**src/design/vpts_pkg.sv**
```systemverilog
// Shared types, constants and helpers for the vertex projection pipeline.
package vpts_pkg;

   localparam int FRACTION_BITS_DEF = 16;
   localparam int COORD_W           = 32;
   localparam int VP_W              = 13;
   localparam int CSR_IDX_W         = 1;
   localparam int REQ_TDATA_W       = 136;
   localparam int REQ_TUSER_W       = 2;
   localparam int RSP_TDATA_W       = 64;
   localparam int RSP_TUSER_W       = 1;
   localparam int WIDE_W            = 66;

   localparam logic [VP_W-1:0] VP_WIDTH_RESET  = 13'd640;
   localparam logic [VP_W-1:0] VP_HEIGHT_RESET = 13'd480;

   localparam logic signed [WIDE_W-1:0] S32_MAX = 66'sd2147483647;
   localparam logic signed [WIDE_W-1:0] S32_MIN = -66'sd2147483648;

   typedef enum logic {
      OP_LOAD    = 1'b0,
      OP_PROJECT = 1'b1
   } op_type;

   typedef enum logic {
      MAT_VIEW = 1'b0,
      MAT_PROJ = 1'b1
   } mat_sel_type;

   typedef enum logic [CSR_IDX_W-1:0] {
      CSR_VP_WIDTH  = 1'b0,
      CSR_VP_HEIGHT = 1'b1
   } csr_idx_type;

   // Status that rides along with a point through the divider and viewport stages
   typedef struct packed {
      logic valid;
      logic visible;
   } vpts_tag_type;

   // Clamp a wide signed value into the 32-bit signed range
   function automatic logic signed [COORD_W-1:0] sat32(input logic signed [WIDE_W-1:0] v);
      logic signed [COORD_W-1:0] r;
      if (v > S32_MAX) begin
         r = S32_MAX[COORD_W-1:0];
      end else if (v < S32_MIN) begin
         r = S32_MIN[COORD_W-1:0];
      end else begin
         r = v[COORD_W-1:0];
      end
      return r;
   endfunction

endpackage

```
**src/design/vpts_vport.sv**
```systemverilog
// Quotient signing and clamping, then the viewport scale to pixel coordinates.
module vpts_vport #(
   parameter int FRACTION_BITS = vpts_pkg::FRACTION_BITS_DEF
) (
   input  logic                                       clock,
   input  logic                                       reset,
   input  logic                                       en,
   input  vpts_pkg::vpts_tag_type                     in_tag,
   input  logic [vpts_pkg::COORD_W+FRACTION_BITS-1:0] in_q_x,
   input  logic [vpts_pkg::COORD_W+FRACTION_BITS-1:0] in_q_y,
   input  logic                                       in_neg_x,
   input  logic                                       in_neg_y,
   input  logic [vpts_pkg::VP_W-1:0]                  vp_width,
   input  logic [vpts_pkg::VP_W-1:0]                  vp_height,
   output vpts_pkg::vpts_tag_type                     out_tag,
   output logic signed [vpts_pkg::COORD_W-1:0]        out_screen_x,
   output logic signed [vpts_pkg::COORD_W-1:0]        out_screen_y
);
   import vpts_pkg::*;

   localparam int DW = COORD_W + FRACTION_BITS;
   localparam int AW = COORD_W + 1;          // ndc plus or minus one
   localparam int MW = AW + VP_W + 1;        // scaled by the viewport size
   localparam logic signed [AW-1:0] ONE = 33'sd1 <<< FRACTION_BITS;

   vpts_tag_type              a_tag_ff, b_tag_ff, c_tag_ff;
   logic signed [AW-1:0]      a_x_ff, a_y_ff, a_x_in, a_y_in;
   logic signed [MW-1:0]      b_x_ff, b_y_ff, b_x_in, b_y_in;
   logic signed [COORD_W-1:0] c_x_ff, c_y_ff, c_x_in, c_y_in;

   // stage A: signed, clamped ndc, offset for the viewport mapping
   always_comb begin
      logic signed [WIDE_W-1:0] vx;
      logic signed [WIDE_W-1:0] vy;
      logic signed [COORD_W-1:0] nx;
      logic signed [COORD_W-1:0] ny;
      vx = {{(WIDE_W-DW){1'b0}}, in_q_x};
      vy = {{(WIDE_W-DW){1'b0}}, in_q_y};
      nx = sat32(in_neg_x ? -vx : vx);
      ny = sat32(in_neg_y ? -vy : vy);
      a_x_in = {nx[COORD_W-1], nx} + ONE;
      a_y_in = ONE - {ny[COORD_W-1], ny};
   end

   // stage B: scale by viewport size
   always_comb begin
      b_x_in = a_x_ff * $signed({1'b0, vp_width});
      b_y_in = a_y_ff * $signed({1'b0, vp_height});
   end

   // stage C: halve with floor, clamp, blank points that are not visible
   always_comb begin
      c_x_in = sat32({{(WIDE_W-MW+1){b_x_ff[MW-1]}}, b_x_ff[MW-1:1]});
      c_y_in = sat32({{(WIDE_W-MW+1){b_y_ff[MW-1]}}, b_y_ff[MW-1:1]});
      if (!b_tag_ff.visible) begin
         c_x_in = '0;
         c_y_in = '0;
      end
   end

   always_ff @(posedge clock) begin
      if (reset) begin
         a_tag_ff <= '0;
         b_tag_ff <= '0;
         c_tag_ff <= '0;
      end else if (en) begin
         a_tag_ff <= in_tag;
         b_tag_ff <= a_tag_ff;
         c_tag_ff <= b_tag_ff;
      end
   end

   always_ff @(posedge clock) begin
      if (en) begin
         a_x_ff <= a_x_in;
         a_y_ff <= a_y_in;
         b_x_ff <= b_x_in;
         b_y_ff <= b_y_in;
         c_x_ff <= c_x_in;
         c_y_ff <= c_y_in;
      end
   end

   assign out_tag      = c_tag_ff;
   assign out_screen_x = c_x_ff;
   assign out_screen_y = c_y_ff;

endmodule

```
**config.mk**
```make
export PLATFORM = sky130hd
export DESIGN_NAME = vpts_vport
export DESIGN_NICKNAME = d
export VERILOG_FILES = /design/src/design/vpts_pkg.sv /design/src/design/vpts_vport.sv
export SDC_FILE = /design/constraint.sdc
export NUM_CORES = 2
export LEC_CHECK = 0
export BUFFER_PORTS_ARGS = -buffer_cell sky130_fd_sc_hd__buf_4
export CAP_MARGIN = 20
export CORE_UTILIZATION = 65
export DETAILED_ROUTE_END_ITERATION = 10
export PLACE_DENSITY = 0.85
export REMOVE_ABC_BUFFERS = 1
export SLEW_MARGIN = 20
export SYNTH_ARGS = -nofsm -noshare
export SYNTH_HDL_FRONTEND = slang
export SYNTH_SLANG_ARGS = --single-unit
```
**constraint.sdc**
```tcl
create_clock -name clock -period 8.4 [get_ports clock]
set_input_delay 0.42 -clock clock [delete_from_list [all_inputs] [get_ports clock]]
set_output_delay 0.42 -clock clock [all_outputs]
set_load 0.01 [all_outputs]
```
==> run_results.csv <==
group,metric,value,unit
status,status,"finished clean",
die,io_pins,195,
logic_synthesis,netlist_area,41530,um^2
logic_synthesis,ys_types,87,
die,initial_core_util,0.6583,
cts,cts_resized,0,
routing,wire_per_inst,18.81,um
cells_and_area,drive_gt1_frac,0.06863,
grt,grt_pass1_vias,33230,
hold_path,hold-path-endpoint,"a_tag_ff[0]",
critical_path,cpPeakStageDelay,0.60,ns
critical_path,crit_slowest_cell,"edfxtp_1",
die,chipWidth,254.8,um
routing,antenna_left,0,
critical_path,cp_max_fo,13,
grt,grtUsageTotal,0.3232,
placement,place.detailed.hpwl,79.71,mm
cts,max-clock-path-buffers,3,
cts,cts_hold_buf,1,
cts,clockRootBuffer,"clkbuf_16",
grt,grt-ovfl-total,0,
hold_path,hold-path-cell-count,3,
critical_path,critPathKind,"register to register",
run,max-cap-violations,0,
critical_path,cp.buffers_inverters,6,
logic_synthesis,avgSynthCellArea,9.328,um^2
routing,drt-total-wl,100.9,mm
critical_path,startpoint_type,"register",
logic_synthesis,synth_seq_area_share,0.1634,
logic_synthesis,synth_top_flop_cell,"edfxtp_1",
critical_path,worstSetupEndpointType,"register",
routing,viasPerCell,5.807,
die,die-area,64900,um^2
cts,cts.sinks,228,
grt,grt_first_pass_wirelength,165.3,mm
grt,grt_max_degree,96,
grt,antenna_found_initial,4,
logic_synthesis,synth_warnings,0,
timing,setup_viol,0,
timing,fin_setup_tns,0,ns
critical_path,r2r_cells,27,
cts,cts_tree,"built",
critical_path,path_delay_family,"adder cells",
hold_path,min-delay-start,"in_tag[0]",
timing,skew,0.05249,ns
die,row_count,92,
placement,gp_congestion,0.9445,
critical_path,r2r_end,"b_y_ff[45]",
timing,period_minus_slack,8.017,ns
die,core,63080,um^2
logic_synthesis,syn_inst,4452,
logic_synthesis,ys_ff_latch,228,
critical_path,rrSetupSlack,0.38,ns
routing,drt_pre_antenna_iters,7,
critical_path,reg2reg_from,"a_y_ff[7]",
timing,tightest_slew,1.021,ns
timing,maxSlewViolCount,0,
cts,cts_buffers,28,
routing,first_iter_violations,2385,
placement,port_buffers,194,
routing,num_vias,31140,
routing,drc,0,
die,die_h,254.8,um
cts,clkTransAtPathRegs,0.07,ns
timing,hold_viol_final,0,
cts,htreeDepth,1,
critical_path,crit_arrival,8.39,ns
cts,worstSkewPairLatency,0.62,ns
hold_path,hold_class,"primary input to register",
logic_synthesis,synth_edf_count,222,
timing,finalCritPeriodShare,0.9545,
cts,post-cts-setup-buffers,0,
cells_and_area,n_antenna_cell,0,
timing,maxSlewHeadroom,0.3170,
timing,fmax,0.1247,GHz
critical_path,worstPathRequired,8.77,ns
logic_synthesis,ys_async_sr_fraction,0,
timing,rsz0062_at_grt,"no",
cells_and_area,fillCellCount,4652,
cells_and_area,fin_nets,5624,
cells_and_area,syn_to_final_growth,7.093,%
## per-layer routing
layer	vias up	track usage	routed length [um]
met5	-	0	47
met3	296	0.05603	8548
met4	8	0.1246	3897
met1	15520	0.4007	38110
met2	1397	0.5635	50250
li1	13930	-	-
## layout make-up
type / instances / area [um^2] / share of cell area
tap: 846 / 1059 / 0.02380
clock inverter: 21 / 265.3 / 0.005964
multi-input combinational: 3156 / 30750 / 0.6914
inverter: 861 / 3232 / 0.07267
timing repair buffer: 222 / 1677 / 0.03770
sequential: 228 / 6787 / 0.1526
clock buffer: 29 / 704.4 / 0.01584
## registers in the layout, indices dropped and copies added, names as in the netlist
signal        cells
out_screen_x     32
b_x_ff           46
a_tag_ff          2
out_tag           2
a_y_ff           33
b_y_ff           46
out_screen_y     32
b_tag_ff          2
a_x_ff           33
## layout by cell type (no fill, tap or decap), types with 11 or more instances in the layout
master | netlist | routed
nand3_1 | 27 | 27
o31ai_1 | 26 | 26
clkbuf_16 | 0 | 28
fa_1 | 778 | 778
a21oi_1 | 147 | 147
xnor2_1 | 110 | 110
inv_1 | 860 | 860
a31oi_1 | 19 | 19
nand2b_1 | 36 | 36
or2_2 | 11 | 11
nand4_1 | 28 | 28
edfxtp_1 | 222 | 222
o41ai_1 | 19 | 18
xor2_1 | 94 | 94
nor2b_1 | 56 | 56
nor2_1 | 170 | 170
buf_4 | 0 | 220
a21o_1 | 49 | 49
and2_1 | 395 | 395
o21bai_1 | 16 | 16
o21ai_0 | 99 | 99
ha_1 | 220 | 220
or3_1 | 28 | 28
or4_1 | 16 | 16
nor4_1 | 24 | 24
o21a_1 | 15 | 15
o21ai_1 | 17 | 17
nand2_1 | 563 | 563
nor3_1 | 43 | 43
## through the flow
step	cell area, um^2	util	hold slack, ns	instances	worst slack, ns
global route	44470	0.7050	0.04056	5363	0.02662
CTS	44470	0.7050	0.02559	5363	0.5028
finish	44470	0.7050	0.04538	5363	0.3826
detailed placement	43490	0.6895	0.4903	5312	0.4582
floorplan	40730	-	0.4601	4245	1.388
global placement	43490	0.6895	0.4750	5312	0.6169
## kinds of logic after synthesis
family          Yosys count  synth area share
fa+ha+maj               998            0.4413
compound gates          494           0.07629
simple gates           1450            0.1765
mux                      10          0.002471
flops                   228            0.1634
xor+xnor                204           0.04302
buf+inv                1068           0.09693
## cells in the mapped netlist (28+ instances only)
library cell  count  area share
a21o_1           49      0.0089
a21oi_1         147       0.018
and2_1          395       0.060
clkbuf_1        196       0.018
edfxtp_1        222        0.16
fa_1            778        0.38
ha_1            220       0.066
inv_1           860       0.078
nand2_1         563       0.051
nand2b_1         36      0.0054
nand4_1          28      0.0042
nor2_1          170       0.015
nor2b_1          56      0.0084
nor3_1           43      0.0052
o21ai_0          99       0.012
or3_1            28      0.0042
xnor2_1         110       0.023
xor2_1           94       0.020
## worst max-delay path by stage
stage                      start          to  slack [ns]  cells past startpoint
finish                 a_y_ff[7]  b_y_ff[45]        0.38                     27
global route           a_y_ff[7]  b_y_ff[45]        0.03                     27
CTS                    a_x_ff[5]  b_x_ff[46]        0.50                     23
detailed placement  vp_height[4]  b_y_ff[45]        0.46                     28
global placement    vp_height[4]  b_y_ff[45]        0.62                     28
floorplan              a_y_ff[8]  b_y_ff[44]        1.39                     25
## worst min-delay path, delay by kind of cell
kind                   cells  cell delay, ns
multiplexers               1            0.05
buffers and inverters      1            0.08
AND/OR/NAND/NOR            1            0.07
Power is left out: the tool's default activity adds up to more than one toggle a clock period on the data nets, which glitch-free logic cannot reach.
